==> config.mk <==
export PLATFORM = sky130hd
export DESIGN_NAME = sarm_cell
export DESIGN_NICKNAME = d
export VERILOG_FILES = /design/src/sarm_pkg.sv /design/src/sarm_cell.sv
export SDC_FILE = /design/constraint.sdc
export NUM_CORES = 1
export LEC_CHECK = 0
export ABC_AREA = 0
export ABC_CLOCK_PERIOD_IN_PS = 2700
export BUFFER_PORTS_ARGS = -buffer_cell sky130_fd_sc_hd__buf_4
export CAP_MARGIN = 25
export CORE_ASPECT_RATIO = 0.5
export CORE_MARGIN = 8
export CORE_UTILIZATION = 48
export DETAILED_ROUTE_END_ITERATION = 10
export PLACE_DENSITY = 0.78
export SYNTH_ARGS = -nofsm -noshare
export SYNTH_HDL_FRONTEND = slang
export SYNTH_SLANG_ARGS = --single-unit
==> constraint.sdc <==
create_clock -name clk -period 2.7 [get_ports clk]
set_clock_uncertainty 0.15 [all_clocks]
set_input_delay 0.405 -clock clk [delete_from_list [all_inputs] [get_ports clk]]
set_output_delay 0.405 -clock clk [all_outputs]
set_load 0.01 [all_outputs]
==> src/sarm_pkg.sv <==
`timescale 1ns / 1ps

package sarm_pkg;

    localparam int MAX_CHANNELS = 256;
    localparam int COUNT_BITS   = 16;

    localparam int IDX_W    = $clog2(MAX_CHANNELS);
    localparam int GROUPS   = (MAX_CHANNELS + 63) / 64;
    localparam int GRP_W    = (GROUPS > 1) ? $clog2(GROUPS) : 1;
    localparam int MASK_W   = GROUPS * 64;
    localparam int NBAD_W   = $clog2(MAX_CHANNELS + 1);
    localparam int EVT_W    = 16;
    localparam int CMP_W    = (COUNT_BITS + 1 > EVT_W) ? COUNT_BITS + 1 : EVT_W;
    localparam int POS_W    = 9;
    localparam int STEP_W   = 8;
    localparam int ADC_W    = 12;
    localparam int LIM_W    = 9;
    localparam int MINEV_W  = 16;
    localparam int CFG_DW   = 16;
    localparam int CFG_IW   = 2;

    localparam logic [COUNT_BITS-1:0] COUNT_MAX = {COUNT_BITS{1'b1}};
    localparam logic [EVT_W-1:0]      EVT_MAX   = {EVT_W{1'b1}};
    localparam logic [POS_W-1:0]      POS_MAX   = {POS_W{1'b1}};
    localparam logic [STEP_W-1:0]     STEP_MAX  = {STEP_W{1'b1}};

    localparam logic [LIM_W-1:0]   CHANNELS_RESET  = 9'd192;
    localparam logic [STEP_W-1:0]  MIN_STEPS_RESET = 8'd3;
    localparam logic [MINEV_W-1:0] MIN_EVENTS_RESET = 16'd10;

    localparam logic [CFG_IW-1:0] CFG_CHANNELS   = 2'd0;
    localparam logic [CFG_IW-1:0] CFG_MIN_STEPS  = 2'd1;
    localparam logic [CFG_IW-1:0] CFG_MIN_EVENTS = 2'd2;

    localparam logic [1:0] CMD_SAMPLE = 2'd0;
    localparam logic [1:0] CMD_EMPTY  = 2'd1;
    localparam logic [1:0] CMD_CHECK  = 2'd2;

    localparam logic [GRP_W-1:0] GROUP_LAST = GRP_W'(GROUPS - 1);

    typedef logic [COUNT_BITS-1:0] count_t;

    typedef struct packed {
        logic             valid;
        logic [POS_W-1:0] run_lo;
        logic [POS_W-1:0] run_hi;
    } inc_t;

    typedef struct packed {
        logic shift;
        logic wrap;
    } chain_t;

    typedef enum logic [2:0] {
        CHK_IDLE,
        CHK_MAX,
        CHK_JUDGE,
        CHK_MASK,
        CHK_EMIT
    } chk_state_t;

endpackage

==> src/sarm_cell.sv <==
`timescale 1ns / 1ps

module sarm_cell (
    input  logic                      clk,
    input  logic                      rst_n,
    input  logic [sarm_pkg::IDX_W-1:0] idx,
    input  logic [sarm_pkg::LIM_W-1:0] limit,
    input  sarm_pkg::inc_t            run_inc,
    input  logic                      shift,
    input  sarm_pkg::count_t          shift_in,
    output sarm_pkg::count_t          count
);
    import sarm_pkg::*;

    count_t            count_reg;
    count_t            count_next;
    logic [POS_W-1:0]  pos_idx;
    logic              in_run;

    assign pos_idx = POS_W'(idx);
    assign in_run  = run_inc.valid && (pos_idx >= run_inc.run_lo)
                     && (pos_idx <= run_inc.run_hi) && (LIM_W'(idx) < limit);

    always_comb
    begin
        count_next = count_reg;
        if (shift)
        begin
            count_next = shift_in;
        end
        else if (in_run && (count_reg != COUNT_MAX))
        begin
            count_next = count_reg + 1'b1;
        end
    end

    always_ff @(posedge clk or negedge rst_n)
    begin
        if (!rst_n)
        begin
            count_reg <= '0;
        end
        else
        begin
            count_reg <= count_next;
        end
    end

    assign count = count_reg;

endmodule

After elaboration in Yosys (flattened, before gate mapping)
Cells that the tools add are included.

word-level totals
  register bits after elaboration = 16
  input bits = 55
  output and inout port bits = 16
  word-level logic and storage cells = 13

cells by class
  $add $sub $neg = 1
  magnitude comparators = 3
  eq/ne operators = 1
  muxes and demuxes = 2
  reduce and logical (&&, ||, !) cells = 5

operators by type and width
  cell                   number
  $mux 16                2
  $add 16x1->16 const B  1
  $ne 16x16->1 const B   1
  $ge 8x9->1             1
  $le 8x9->1             1
  $lt 8x9->1             1
  $logic_and 1x1->1      4
  $reduce_bool 2->1      1

Depth between registers and ports, before layout
  depth after elaboration = 7
  mapped depth = 9
  gate-level depth less buffers = 9

Least setup slack after synthesis
OpenSTA, ideal clock, no wires.

  path kind = input port to flip-flop
  from = input run_inc[16] in the netlist's numbering
  to = register count_reg[9] (netlist: count[9])
  library setup time = 0.082 ns
  arrival time = 2.171 ns
  data required time = 2.468 ns
  path slack = 0.297 ns
  cell stages on the path = 9
  buffers on the path = 0
  cell sequence = inv_1 -> ha_1 -> nand3_1 -> o211ai_1 -> a21oi_2 -> a311oi_4 -> nand3_4 -> or4_1 -> a31oi_1

on the way
  longest elaborated chain between the ends = 6

RTL lines
  what                             line             text
  start, declared                  sarm_cell.sv:8   input sarm_pkg::inc_t run_inc,
  $ge 8x9->1                       sarm_cell.sv:21  assign in_run = run_inc.valid && (pos_idx >= run_inc.run_lo)
  $logic_and 1x1->1                sarm_cell.sv:21
  $logic_and 1x1->1 (2 in series)  sarm_cell.sv:22  && (pos_idx <= run_inc.run_hi) && (LIM_W'(idx) < limit);
  $logic_and 1x1->1                sarm_cell.sv:31  else if (in_run && (count_reg != COUNT_MAX))
  $reduce_bool 2->1 (no line)      n/a
  end signal, assigned             sarm_cell.sv:45  count_reg <= count_next;
  end, declared                    sarm_cell.sv:15  count_t count_reg;

No other way between the ends.
A chain may end at the register's enable or synchronous reset.

Final worst setup path
  from = input idx[6] in the netlist's numbering
  to = register count_reg[9] (netlist: count[9])

on the way
  longest elaborated chain between the ends = 6
  elaborated cells on any way between the ends = 8
  those cells by class = order compare (3); reduce/logical (5)

RTL lines
  what                           line             text
  start, declared                sarm_cell.sv:6   input logic [sarm_pkg::IDX_W-1:0] idx,
  $ge 8x9->1                     sarm_cell.sv:21
  $logic_and 1x1->1              sarm_cell.sv:21
  $logic_and 1x1->1              sarm_cell.sv:22
  $logic_and 1x1->1 *            sarm_cell.sv:22
  $logic_and 1x1->1 *            sarm_cell.sv:31
  $reduce_bool 2->1 (no line) *  n/a

Every way passes the cells marked *; elsewhere a longest branch is shown, timed or not.

==> flow_summary.ini <==
[routing]
num_vias = 1672
drc = 0
avgRoutedWirePerCell_um = 14.3
drtIter0Drc = 64
routed_wl_um = 4420
dr.pass1.iters = 4
vias_per_cell = 5.41
detail-route-antenna-nets = 0

[min_path]
holdPathStages = 3
min_path_type = input port to flip-flop
hp-start = shift_in[14]
hold_end = count[14]

[timing]
layout_min_cycle_time_ps = 2420
rsz0062_at_grt = false
setup_viol = 0
finalHoldViolCount = 0
fmax_mhz = 414
tns_ps = 0
worst_slew_pin_slew_ps = 503
slew_headroom = 0.659
maxSlewViolCount = 0
fin_crit_sh = 0.895

[synthesis]
synth.area.top_cells = dfrtp_1, ha_1, inv_1
ys_ff_latch = 16
synth_edf_count = 0
ys_types = 49
postSynthCellCount = 193
async_flop_share = 1.00
synth_top_cell_by_area = dfrtp_1
synth_area_sq_um = 1600
seq_area_frac_synth = 0.250
synth_warnings = 0
synth_top_flop_cell = dfrtp_1
synthDominantCellAreaShare = 0.250
syn-num-nets = 272
syn_avg_cell_area_sq_um = 8.30

[outcome]
outcome = finished clean

[global_routing]
antenna_found_initial = 0
grt_max_degree = 20
track_usage = 0.157
overflow = 0
grt_pass1_vias = 1691
grt_pass1_wl_um = 7570

[setup_path]
max_stage_delay_ps = 500
ff2ff_setup_slack_ps = 340
timing.critical_path.buf_inv = 1
start_kind = input port
required_ps = 2720
crit_type = input port to flip-flop
r2r_cells = 7
crit_slowest_cell = or4_1
cp.arrival_ps = 2440
crit_family = compound AO/OA/AOI/OAI gates
crit_fanout = 3
timing.rr.end = count[9]
end_kind = flip-flop
crit_chain = buf_4 > ha_1 > a211oi_1 > o311ai_1 > a311oi_4 > nand3_4 > or4_1 > a31oi_1
rr_startpoint = count[0]

[power]
peakVddDrop_uv = 574
pwr-share-seq = 0.370
swShare = 0.320
clkPwrFrac = 0.273
p_int_uw = 547
pwr_density_cell_nw_per_um2 = 356
switching_power_uw = 258
pwr-share-comb = 0.357
p_leak_uw = 0.00112

[cts]
cts.sinks = 16
cts_root_buf = clkbuf_8
htreeDepth = 1
cts_max_path_buffers = 2
post_cts_resize_count = 0
clk_pin_slew_ps = 70
tritoncts = yes
clock_latency_ps = 250
cts_made_buffers = 3

[place]
routabilityCongestion = 0.825
io_buffers = 70
dp_hpwl_um = 3720
place_inst = 304

[floorplan]
start_util = 0.517
rows = 14
die_x_um = 97.7
core_area_sq_um = 3100
die_h_um = 56.9
io_pins = 71
die-area_sq_um = 5560

[finish]
area_growth_pct = 40.9
fin_util = 0.728
fin_cells = 309
final_nets = 349
final_layout_size_suffix_gt1_frac = 0.323
diodes = 0
largest_register_ffs = 16
n_fill_cell = 263

[job]
drv_cap = 0
[cells in the mapped netlist (2+ instances only)]
master	count
o21ai_1	5
ha_1	24
nand2_1	10
dfrtp_1	16
mux2i_1	2
nand2b_1	2
nand3_1	9
o31a_1	2
o31ai_1	2
a31oi_1	10
o21a_1	2
clkbuf_1	2
a22oi_1	2
clkinv_1	2
o211ai_1	2
xnor2_1	2
nor2b_1	5
nor2_1	14
or3_1	5
inv_1	27
a21oi_1	7
o21ai_0	5
nor3_1	3
a211oi_1	2
nand4_1	7
[cell families (layout without fill, tap and decap cells)]
group,count (synthesis),after routing,synth area share
AO/OA/AOI/OAI,48,48,0.211
flip-flops,16,16,0.250
XOR/XNOR,3,3,0.0164
buffers and inverters,32,108,0.0757
multiplexers,2,2,0.0125
AND/OR/NAND/NOR,68,68,0.247
adder cells (fa/ha/maj),24,24,0.187
[final cells by class]
class	count	area, sq um	share of cell area
inverters	30	114	0.0504
flip-flops and latches	16	400	0.177
clock buffers	4	55.1	0.0244
repair buffers	74	558	0.247
well taps	40	50.0	0.0222
multi-input cells	145	1080	0.479
[power by group through the flow]
stage	clock network [uW]	registers, uW	logic [uW]
after global placement	0	301	281
after floorplan	0	307	136
after global routing	232	303	321
final	220	298	287
after detailed placement	0	302	289
after CTS	221	298	291
[metal layers]
layer / share of wire / global-route usage
met3: 0.054 / 0.0393
met2: 0.50 / 0.280
met1: 0.44 / 0.191
met5: 0 / 0
met4: 0.0066 / 0.0219
[tightest hold or removal path: cells and delay by family]
| family | cells | cell delay [ps] |
|---|---|---|
| compound gates | 1 | 60 |
| simple gates | 1 | 40 |
| buf+inv | 1 | 80 |
[per-stage QoR]
step	power [uW]	worst slack [ps]	hold WS, ps	area [sq um]
finish	805	283	208	2260
global route	856	108	224	2260
CTS	810	281	208	2260
detailed placement	591	28.8	133	2190
global placement	582	112	128	2190
floorplan	443	297	-40.6	1600
[how the worst max path moves through the flow]
stage                startpoint         to  cells after the start
finish                   idx[6]   count[9]                      8
global route             idx[7]  count[10]                      9
CTS                      idx[6]   count[9]                      8
detailed placement       idx[6]  count[10]                      8
global placement         idx[6]  count[10]                      8
floorplan           run_inc[16]   count[9]                      9
[placed cells by master (no fill, tap or decap), types with 2 or more instances in the layout]
cell	instances
xnor2_1	2
nand2b_1	2
o31ai_1	2
a22oi_1	2
o211ai_1	2
or3_1	5
nand3_1	9
a211oi_1	2
nor2_1	14
clkinv_1	2
o21ai_0	5
clkbuf_8	4
o21ai_1	5
mux2i_1	2
dfrtp_1	16
a21oi_1	7
a31oi_1	10
buf_4	73
nand2_1	10
nor2b_1	5
o31a_1	2
ha_1	24
inv_1	27
nor3_1	3
o21a_1	2
nand4_1	7
[repair_timing]
item | in CTS | in global routing
endpoints found under the setup margin | 0 | 0
setup buffers | 0 | 0
hold endpoints to repair | 16 | 0
hold buffers | 1 | 0
(Power assumes the default switching activity.)
