[src/sarm_pkg.sv]
`timescale 1ns / 1ps

package sarm_pkg;

    localparam int MAX_CHANNELS = 256;
    localparam int COUNT_BITS   = 16;

    localparam int IDX_W    = $clog2(MAX_CHANNELS);
    localparam int GROUPS   = (MAX_CHANNELS + 63) / 64;
    localparam int GRP_W    = (GROUPS > 1) ? $clog2(GROUPS) : 1;
    localparam int MASK_W   = GROUPS * 64;
    localparam int NBAD_W   = $clog2(MAX_CHANNELS + 1);
    localparam int EVT_W    = 16;
    localparam int CMP_W    = (COUNT_BITS + 1 > EVT_W) ? COUNT_BITS + 1 : EVT_W;
    localparam int POS_W    = 9;
    localparam int STEP_W   = 8;
    localparam int ADC_W    = 12;
    localparam int LIM_W    = 9;
    localparam int MINEV_W  = 16;
    localparam int CFG_DW   = 16;
    localparam int CFG_IW   = 2;

    localparam logic [COUNT_BITS-1:0] COUNT_MAX = {COUNT_BITS{1'b1}};
    localparam logic [EVT_W-1:0]      EVT_MAX   = {EVT_W{1'b1}};
    localparam logic [POS_W-1:0]      POS_MAX   = {POS_W{1'b1}};
    localparam logic [STEP_W-1:0]     STEP_MAX  = {STEP_W{1'b1}};

    localparam logic [LIM_W-1:0]   CHANNELS_RESET  = 9'd192;
    localparam logic [STEP_W-1:0]  MIN_STEPS_RESET = 8'd3;
    localparam logic [MINEV_W-1:0] MIN_EVENTS_RESET = 16'd10;

    localparam logic [CFG_IW-1:0] CFG_CHANNELS   = 2'd0;
    localparam logic [CFG_IW-1:0] CFG_MIN_STEPS  = 2'd1;
    localparam logic [CFG_IW-1:0] CFG_MIN_EVENTS = 2'd2;

    localparam logic [1:0] CMD_SAMPLE = 2'd0;
    localparam logic [1:0] CMD_EMPTY  = 2'd1;
    localparam logic [1:0] CMD_CHECK  = 2'd2;

    localparam logic [GRP_W-1:0] GROUP_LAST = GRP_W'(GROUPS - 1);

    typedef logic [COUNT_BITS-1:0] count_t;

    typedef struct packed {
        logic             valid;
        logic [POS_W-1:0] run_lo;
        logic [POS_W-1:0] run_hi;
    } inc_t;

    typedef struct packed {
        logic shift;
        logic wrap;
    } chain_t;

    typedef enum logic [2:0] {
        CHK_IDLE,
        CHK_MAX,
        CHK_JUDGE,
        CHK_MASK,
        CHK_EMIT
    } chk_state_t;

endpackage

[src/sarm_front.sv]
`timescale 1ns / 1ps

module sarm_front (
    input  logic                        clk,
    input  logic                        rst_n,
    input  logic                        sample_en,
    input  logic                        empty_en,
    input  logic                        check_en,
    input  logic [sarm_pkg::ADC_W-1:0]  adc,
    input  logic                        last,
    input  logic [sarm_pkg::STEP_W-1:0] min_equal_steps,
    output sarm_pkg::inc_t              run_inc,
    output logic [sarm_pkg::EVT_W-1:0]  event_total
);
    import sarm_pkg::*;

    logic [ADC_W-1:0]  prev_reg, prev_next;
    logic [POS_W-1:0]  pos_reg, pos_next;
    logic [STEP_W-1:0] steps_reg, steps_next;
    logic [POS_W-1:0]  first_reg, first_next;
    logic [POS_W-1:0]  final_reg, final_next;
    logic [EVT_W-1:0]  events_reg, events_next;
    inc_t              inc_reg, inc_next;

    logic              eq_step;
    logic              neq_step;
    logic [STEP_W-1:0] steps_inc;
    logic [STEP_W-1:0] close_steps;
    logic [STEP_W-1:0] need;

    always_comb
    begin
        eq_step   = (pos_reg != '0) && (adc == prev_reg);
        neq_step  = (pos_reg != '0) && (adc != prev_reg);
        steps_inc = (steps_reg != STEP_MAX) ? steps_reg + 1'b1 : steps_reg;
        need      = (min_equal_steps == '0) ? STEP_W'(1) : min_equal_steps;

        prev_next   = prev_reg;
        pos_next    = pos_reg;
        steps_next  = steps_reg;
        first_next  = first_reg;
        final_next  = final_reg;
        events_next = events_reg;

        if (eq_step && (steps_reg == '0))
        begin
            first_next = pos_reg - 1'b1;
        end
        if (eq_step)
        begin
            final_next = pos_reg;
        end
        close_steps = eq_step ? steps_inc : steps_reg;

        inc_next.valid  = sample_en && (neq_step || last) && (close_steps >= need);
        inc_next.run_lo = first_next;
        inc_next.run_hi = final_next;

        if (sample_en)
        begin
            prev_next  = adc;
            pos_next   = (pos_reg != POS_MAX) ? pos_reg + 1'b1 : pos_reg;
            steps_next = eq_step ? steps_inc : '0;
            if (last)
            begin
                pos_next   = '0;
                steps_next = '0;
            end
        end
        else
        begin
            first_next = first_reg;
            final_next = final_reg;
        end

        if (check_en)
        begin
            events_next = '0;
        end
        else if ((sample_en && last) || empty_en)
        begin
            if (events_reg != EVT_MAX)
            begin
                events_next = events_reg + 1'b1;
            end
        end
    end

    always_ff @(posedge clk or negedge rst_n)
    begin
        if (!rst_n)
        begin
            prev_reg   <= '0;
            pos_reg    <= '0;
            steps_reg  <= '0;
            first_reg  <= '0;
            final_reg  <= '0;
            events_reg <= '0;
            inc_reg    <= '0;
        end
        else
        begin
            prev_reg   <= prev_next;
            pos_reg    <= pos_next;
            steps_reg  <= steps_next;
            first_reg  <= first_next;
            final_reg  <= final_next;
            events_reg <= events_next;
            inc_reg    <= inc_next;
        end
    end

    assign run_inc     = inc_reg;
    assign event_total = events_reg;

endmodule

[config.mk]
export PLATFORM = sky130hd
export DESIGN_NAME = sarm_front
export DESIGN_NICKNAME = d
export VERILOG_FILES = /design/src/sarm_pkg.sv /design/src/sarm_front.sv
export SDC_FILE = /design/constraint.sdc
export NUM_CORES = 1
export LEC_CHECK = 0
export BUFFER_PORTS_ARGS = -buffer_cell sky130_fd_sc_hd__buf_2
export CAP_MARGIN = 25
export CORE_ASPECT_RATIO = 1.75
export CORE_MARGIN = 4
export CORE_UTILIZATION = 25
export CTS_CLUSTER_SIZE = 10
export DETAILED_ROUTE_END_ITERATION = 8
export GPL_TIMING_DRIVEN = 0
export HOLD_SLACK_MARGIN = 0.08
export SLEW_MARGIN = 40
export SYNTH_ARGS = -nofsm -noshare
export SYNTH_HDL_FRONTEND = slang
export SYNTH_SLANG_ARGS = --single-unit
[constraint.sdc]
create_clock -name clk -period 2.5 [get_ports clk]
set_input_delay 0.375 -clock clk [delete_from_list [all_inputs] [get_ports clk]]
set_output_delay 0.375 -clock clk [all_outputs]
set_load 0.01 [all_outputs]
Yosys cells after proc, flatten, opt, wreduce, memory -nomap -nowiden
Cells that the tools add are included.

Equality and inequality tests: 5. Reduce and logical (&&, ||, !) cells: 16. $lt $le $gt $ge: 1. Multiplexer cells: 12. $add $sub $neg: 4.

Operators with widths (count): 16-bit two-way mux (3); 8-bit two-way mux (5); 9-bit two-way mux (4); 16-bit by 1-bit adder with 16-bit output, second input constant (1); 8-bit logical NOT (2); 16-bit inequality test, second input constant (1); 12-bit equality test (1); 12-bit inequality test (1); 9-bit by 1-bit adder with 9-bit output, second input constant (1); 9-bit inequality test, second input constant (1); 9-bit nonzero test (1); 9-bit by 1-bit subtractor with 9-bit output, second input constant (1); 8-bit by 1-bit adder with 8-bit output, second input constant (1); 8-bit greater-or-equal comparator (1); 8-bit inequality test, second input constant (1); 1-bit logical AND (6); 2-bit nonzero test (3); 2-bit AND reduction (2); 1-bit logical OR (2).

Output and inout bits: 35. Register bits after elaboration: 82. Bits of input ports: 26.

Longest topological paths before layout
Gate-level depths: netlist (run 1).

Word-level depth: 5. Gate-level depth with buffers: 13. Gate-level depth less buffers: 12.

Least setup slack after synthesis (run 1)
Ideal clock, no wire load.

Path kind: flip-flop to flip-flop. Start: register pos_reg[0]. End: register inc_reg (netlist bit run_inc[18]). Arrival time: 2582 ps. Cell stages (with the launch flop): 14. Buffers on the path: 1. Slack: -202 ps. Clock period less this slack: 2702 ps. Path through: dfrtp_1 -> inv_1 -> ha_1 -> nor4b_1 -> nand2_1 -> and2_1 -> clkbuf_1 -> mux2_2 -> ha_1 -> a21o_1 -> a21o_1 -> a21oi_1 -> o31ai_1 -> o211a_1.

RTL lines: start: declaration (RTL line sarm_front.sv:18) `logic [POS_W-1:0] pos_reg, pos_next;`; start signal: assignment (RTL line sarm_front.sv:104) `pos_reg <= pos_next;`; end signal: assignment (RTL line sarm_front.sv:109) `inc_reg <= inc_next;`; end: declaration (RTL line sarm_front.sv:23) `inc_t inc_reg, inc_next;`.

==> results.ini, run 1 <==
[outcome]
status = complete, but fails checks
failed_checks = negative setup slack

[floorplan]
io_pins = 61
rows = 63
initial_core_util_pct = 25.46
core_sq_mm = 0.01703
die_area_sq_mm = 0.01960
die_x_um = 107.5
die_height_um = 182.2

[global_route]
grt_overflow_total = 0
grt_pass1_wl_um = 17660
antenna_found_initial = 0
grt.total_usage_pct = 11.42
grt_pass1_vias = 3537
grt_max_degree = 47

[run]
cap_viol_max_count = 0

[route]
drtIter0Drc = 162
num_vias = 3357
routedWlPerCell_um = 15.37
drtPass1Iterations = 4
routed_wl_um = 10970
vias_per_cell = 4.702
drc_errors = 0
antenna_left = 0

[logic_synthesis]
synth_top_family_by_area = simple AND/OR/NAND/NOR gates
ys_types = 46
synth_edf_count = 0
yosysTopAreaCell = dfrtp_1
synth_ff_type = dfrtp_1
synthTopCellsByArea = dfrtp_1 47%, mux2_2 11%, xnor2_1 5.9%, ha_1 4.3%, mux2_4 2.4%
synth_seq_cells = 82
yosysTopAreaCellShare_pct = 47.33
syn_area_sq_mm = 0.004335
async_flop_share_pct = 100.0
synth.avg_cell_area_sq_um = 10.68
synthAdderAreaFrac_pct = 4.329
synth_compound_area_share_pct = 8.918
synthXorXnorAreaFrac_pct = 7.071
synth.yosys.seq_area_share_pct = 47.33
yosys_warnings = 0
syn_inst = 406
synthMuxAreaShare_pct = 14.00
syn-num-nets = 447
yosys.area_share.simple_pct = 14.81

[timing]
fin_skew_ns = 0.007576
timing.fmax_ghz = 0.3770
rsz0062_at_grt = yes
setup_viol = 8
worst_pin_slew_ns = 0.5749
finalWorstSetupSlack_ns = -0.1528
fin_crit_ns = 2.653
slew_headroom_pct = 61.67
hold_viol_final = 0
finalSetupTns_ns = -0.8210
finalMaxSlewViolations = 0
final.period_utilization_pct = 106.1

[worst_setup_path]
regToRegSetupSlack_ns = -0.15
worstSetupStartpointType = register
crit_path_max_incr_delay_ns = 0.41
r2r_end = run_inc[18]
required_ns = 2.71
arrival_ns = 2.86
ff2ff_path_depth = 12
crit_family = compound AO/OA/AOI/OAI gates
crit_path_cell_trace = xnor2_2, nand4_1, nor3_4, clkbuf_8, buf_8, a31oi_2, a31oi_2, ha_1, a21o_1, a21oi_2, o31ai_2, o211a_1
path_class = register to register
end_kind = register
reg2reg_from = prev_reg[2]
slowest_stage = dfrtp_1
crit_start = prev_reg[2]
crit_path_frequent_cell = a31oi_2
worst-path-max-fanout = 9
cp_num_buf_inv = 2

[finish]
fin_nets = 523
area_growth_syn_to_layout_pct = 27.47
largest_reg_flops = 19
layout_commonest_cell = dfrtp_1
final_cell_mix = 80 x dfrtp_1, 58 x buf_2, 39 x mux2_2
insertedDiodeCount = 0
post-route-util_pct = 32.46
drive_above_1_share_pct = 34.50

[clock_tree]
clock_sinks = 82
cts_buffers = 9
cts_tree = built
cts-root-buf = clkbuf_16
cts_htree_levels = 3
clkLatencyLatePin_ns = 0.33
clk_pin_slew_ns = 0.06
cts.path.max_buffers = 2

[min_path]
hold_start = adc[4]
hold_depth = 2
hold_class = input port to register
whs_endpoint = prev_reg[4]

[power_and_ir_drop]
leakage_nw = 2.619
p_comb_share_pct = 11.0
power_mw = 3.053
powerDensity_mw_per_mm2 = 552.3
clockPowerShare_pct = 43.4
ir_drop_uv = 282.4
p_sw_mw = 0.7402
internal_power_mw = 2.312
sw_frac_of_total_pct = 24.25
seqPwrFrac_pct = 45.6

[placement]
gp_congestion = 0.8668
dp_hpwl_um = 8165
io_buffers = 58

Yosys cell counts (6+ instances only):
library cell,instances
dfrtp_1,82
nand2_1,19
ha_1,15
clkbuf_1,18
xnor2_1,29
mux2_2,41
a21oi_1,16
inv_1,16
and3_1,9
a31oi_1,10
nand4_1,11
mux2_4,7
nor2_1,21
nor3_1,17
o21ai_0,15
nand3_1,16
xor2_1,6
power by group through the flow:
stage	registers [mW]	logic (mW)	clock network, mW
3_5_place_dp	1.42	0.307	0
2_1_floorplan	1.41	0.190	0
5_1_grt	1.40	0.374	1.42
3_3_place_gp	1.41	0.295	0
4_1_cts	1.39	0.312	1.37
6_report	1.39	0.337	1.32
layer usage:
layer | wire (um) | GRT usage, % | vias to the layer above
met4 | 420 | 5.814 | 0
li1 | - | - | 1600
met2 | 6182 | 21.46 | 70
met5 | 0 | 0 | -
met3 | 345 | 2.088 | 23
met1 | 4026 | 11.74 | 1664
kinds of logic after synthesis:
family / after synthesis
XOR/XNOR: 35
AND/OR/NAND/NOR: 121
buffers and inverters: 39
multiplexers: 52
AO/OA/AOI/OAI: 62
flip-flops: 82
adder cells (fa/ha/maj): 15
per-stage QoR:
| stage | cell area [sq um] | cells | setup WS (ns) | hold WS [ns] |
|---|---|---|---|---|
| after global placement | 4977 | 691 | -0.4919 | 0.4813 |
| after CTS | 5385 | 711 | -0.2726 | 0.2915 |
| after global routing | 5527 | 714 | -0.2927 | 0.2942 |
| final | 5527 | 714 | -0.1528 | 0.3022 |
| after detailed placement | 5010 | 692 | -0.5073 | 0.3417 |
| after floorplan | 4403 | 406 | 0.01211 | 0.07941 |
how the worst max path moves through the flow:
stage,endpoint,cells past startpoint
3_5_place_dp,run_inc[18],13
6_report,run_inc[18],12
3_3_place_gp,run_inc[18],13
4_1_cts,run_inc[18],12
5_1_grt,run_inc[18],12
2_1_floorplan,run_inc[18],13
layout make-up:
cell class              count  area (sq um)
multi-input cells         285          2331
clock inverters             4         51.30
flip-flops and latches     82          2054
plain buffers              18         90.09
clock buffers              12         246.5
inverters                  17         63.81
fillers                  1782         11500
well taps                 227         284.0
repair buffers             69         405.4
timing repair:
action,4_1_cts,5_1_grt
endpoints found under the hold margin,45,0
hold buffers,1,0
pin swaps,12,15
resized for setup,10,29
buffers inserted,4,5
endpoints found under the setup margin,17,20
No activity file was read; power rests on OpenSTA's default activity.
==> run 2: changes to the inputs <==
==> constraint.sdc (replaced) <==
create_clock -name clk -period 2.5 [get_ports clk]
set_input_delay 0.5 -clock clk [delete_from_list [all_inputs] [get_ports clk]]
set_output_delay 0.5 -clock clk [all_outputs]
set_load 0.01 [all_outputs]
==> run 2 against run 1 <==
- critical path depth down 2
- the run still ends with negative setup slack left
- critical path type unchanged
- non-clock buffer count down 2
- hold slack worse by 0.21 ns
- highest routed layer unchanged
==> results.ini, run 2 (synthesis gave the netlist of run 1 again) <==
[worst_setup_path]
end_kind = register
path_class = register to register
worstSetupStartpointType = register
required_ns = 2.77  ; +0.06 ns
arrival_ns = 2.99  ; +0.13 ns
worst-path-max-fanout = 4  ; -5

[power_and_ir_drop]
seqPwrFrac_pct = 47.0  ; +1.4 points
ir_drop_uv = 242.3  ; -14%
sw_frac_of_total_pct = 26.34  ; +2.1 points
p_comb_share_pct = 11.0  ; about the same
p_sw_mw = 0.7818  ; +5.6%
powerDensity_mw_per_mm2 = 544.2  ; -1.5%
leakage_nw = 2.590  ; -1.1%
clockPowerShare_pct = 42.0  ; -1.4 points
internal_power_mw = 2.186  ; -5.4%

[clock_tree]
clock_sinks = 82  ; unchanged
cts_buffers = 9  ; unchanged
cts-root-buf = clkbuf_16
cts_tree = built
cts.path.max_buffers = 2  ; unchanged
clk_pin_slew_ns = 0.06  ; about the same
clkLatencyLatePin_ns = 0.34  ; about the same
cts_htree_levels = 3  ; unchanged

[floorplan]
die_height_um = 182.2  ; unchanged
initial_core_util_pct = 25.46  ; unchanged
die_area_sq_mm = 0.01960  ; unchanged
rows = 63  ; unchanged
io_pins = 61  ; unchanged
core_sq_mm = 0.01703  ; unchanged
die_x_um = 107.5  ; unchanged

[timing]
finalWorstSetupSlack_ns = -0.2218  ; -0.06899 ns
hold_viol_final = 0  ; unchanged
fin_crit_ns = 2.722  ; +0.06899 ns
final.period_utilization_pct = 108.9  ; +2.8 points
timing.fmax_ghz = 0.3674  ; -2.5%
setup_viol = 16  ; +8
rsz0062_at_grt = yes
finalMaxSlewViolations = 0  ; unchanged
slew_headroom_pct = 58.50  ; -3.2 points
fin_skew_ns = 0.006847  ; -0.0007292 ns
worst_pin_slew_ns = 0.6209  ; +0.04598 ns

[finish]
drive_above_1_share_pct = 31.96  ; -2.5 points
layout_commonest_cell = dfrtp_1
largest_reg_flops = 19  ; unchanged
final_cell_mix = 81 x dfrtp_1, 57 x buf_2, 40 x mux2_2
area_growth_syn_to_layout_pct = 25.80
final_cells = 712  ; -0.28%
fin_nets = 521  ; -0.38%
insertedDiodeCount = 0  ; unchanged
fillers = 1763  ; -1.1%

[route]
drc_errors = 0  ; unchanged
drtIter0Drc = 119  ; -27%
vias_per_cell = 4.678  ; -0.50%
num_vias = 3331  ; -0.77%
routed_wl_um = 10750  ; -2.1%
antenna_left = 0  ; unchanged
drtPass1Iterations = 4  ; unchanged
routedWlPerCell_um = 15.10  ; -1.8%

[global_route]
grt_max_degree = 46  ; -2.1%
grt_overflow_total = 0  ; unchanged
grt_pass1_wl_um = 17600  ; -0.32%
antenna_found_initial = 0  ; unchanged
grt.total_usage_pct = 11.39  ; -0.025 points
grt_pass1_vias = 3534  ; -0.085%

[placement]
pre_cts_slack_ns = -0.5269  ; -0.01961 ns
dp_hpwl_um = 8103  ; -0.75%
gp_congestion = 0.8006  ; -7.6%
io_buffers = 58  ; unchanged
dpl.cell_count = 692  ; unchanged

[outcome]
status = complete, but fails checks
failed_checks = negative setup slack

[run]
cap_viol_max_count = 0  ; unchanged

[min_path]
hold_class = input port to asynchronous set/reset pin

-- run 2: cell count changes in the layout (fill, tap and decap cells not counted), moves of 2 or more --
cell     change
xnor2_2      -2
inv_6        +3
xnor2_4      +3
a31oi_1      +2
o21ai_0      +3
o21ai_2      -2
buf_4        -3
ha_1         +2
a31oi_2      -2
-- run 2: area by class of cell --
type | instances | area, sq um | area share, %
clock inverter | 7 | 51.30 | 0.9406
clock buffer | 9 | 225.2 | 4.129
sequential | 82 | 2053 | 37.65
buffer | 21 | 111.4 | 2.042
inverter | 17 | 63.81 | 1.170
tap | 227 | 284.0 | 5.208
timing repair buffer | 64 | 354.1 | 6.492
multi-input combinational | 285 | 2311 | 42.37
-- run 2: repair_timing --
item | in CTS | in global routing
hold buffers | 0 | 0
setup buffers | 4 | 1
pin swaps | 7 | 5
gates resized for setup | 7 | 5
setup endpoints to repair | 18 | 20
-- run 2: worst max-delay path, stage by stage, from the launching register on --
cell      delay, ns
dfrtp_1        0.44
xnor2_4        0.19
nand4_1        0.16
nor3_4         0.29
and2_1         0.18
clkbuf_8       0.14
mux2_2         0.33
ha_1           0.31
nand4_1        0.10
o31ai_1        0.31
o211a_1        0.20
-- run 2: final timing paths --
check	startpoint	to	slack (ns)	cells past startpoint
max in group asynchronous	rst_n	pos_reg[0]	1.85	2
max	prev_reg[9]	run_inc[18]	-0.22	10
min reg2reg	final_reg[5]	final_reg[5]	0.50	1
min in group clk	adc[0]	prev_reg[0]	0.42	2
min	rst_n	run_inc[2]	0.09	1
max reg2reg	prev_reg[9]	run_inc[18]	-0.22	10
-- run 2: metrics by stage --
step	hold WS, ns	TNS, ns	instance area (sq um)	total power [mW]	utilization [%]
6_report	0.09184	-1.839	5454	2.968	32.03
5_1_grt	0.1226	-3.500	5454	3.098	32.03
4_1_cts	0.1084	-1.599	5414	3.014	31.80
2_1_floorplan	0.2044	0	4474	1.620	-
3_3_place_gp	0.4815	-2.984	5049	1.731	29.65
3_5_place_dp	0.4752	-3.263	5081	1.748	29.84
-- run 2: power by group through the flow --
stage	Sequential [mW]	Combinational (mW)	Clock, mW
after floorplan	1.42	0.204	0
after global placement	1.42	0.313	0
after detailed placement	1.42	0.328	0
after CTS	1.39	0.332	1.29
after global routing	1.40	0.365	1.33
final	1.40	0.327	1.25
-- run 2: metal layers --
layer	wire [um]	part of all wire, %	GRT usage [%]	vias up
met3	437	4.1	2.690	21
met1	3833	36	11.22	1644
met5	0	0	0	-
met4	296	2.8	5.056	0
met2	6182	58	21.91	68
li1	-	-	-	1598
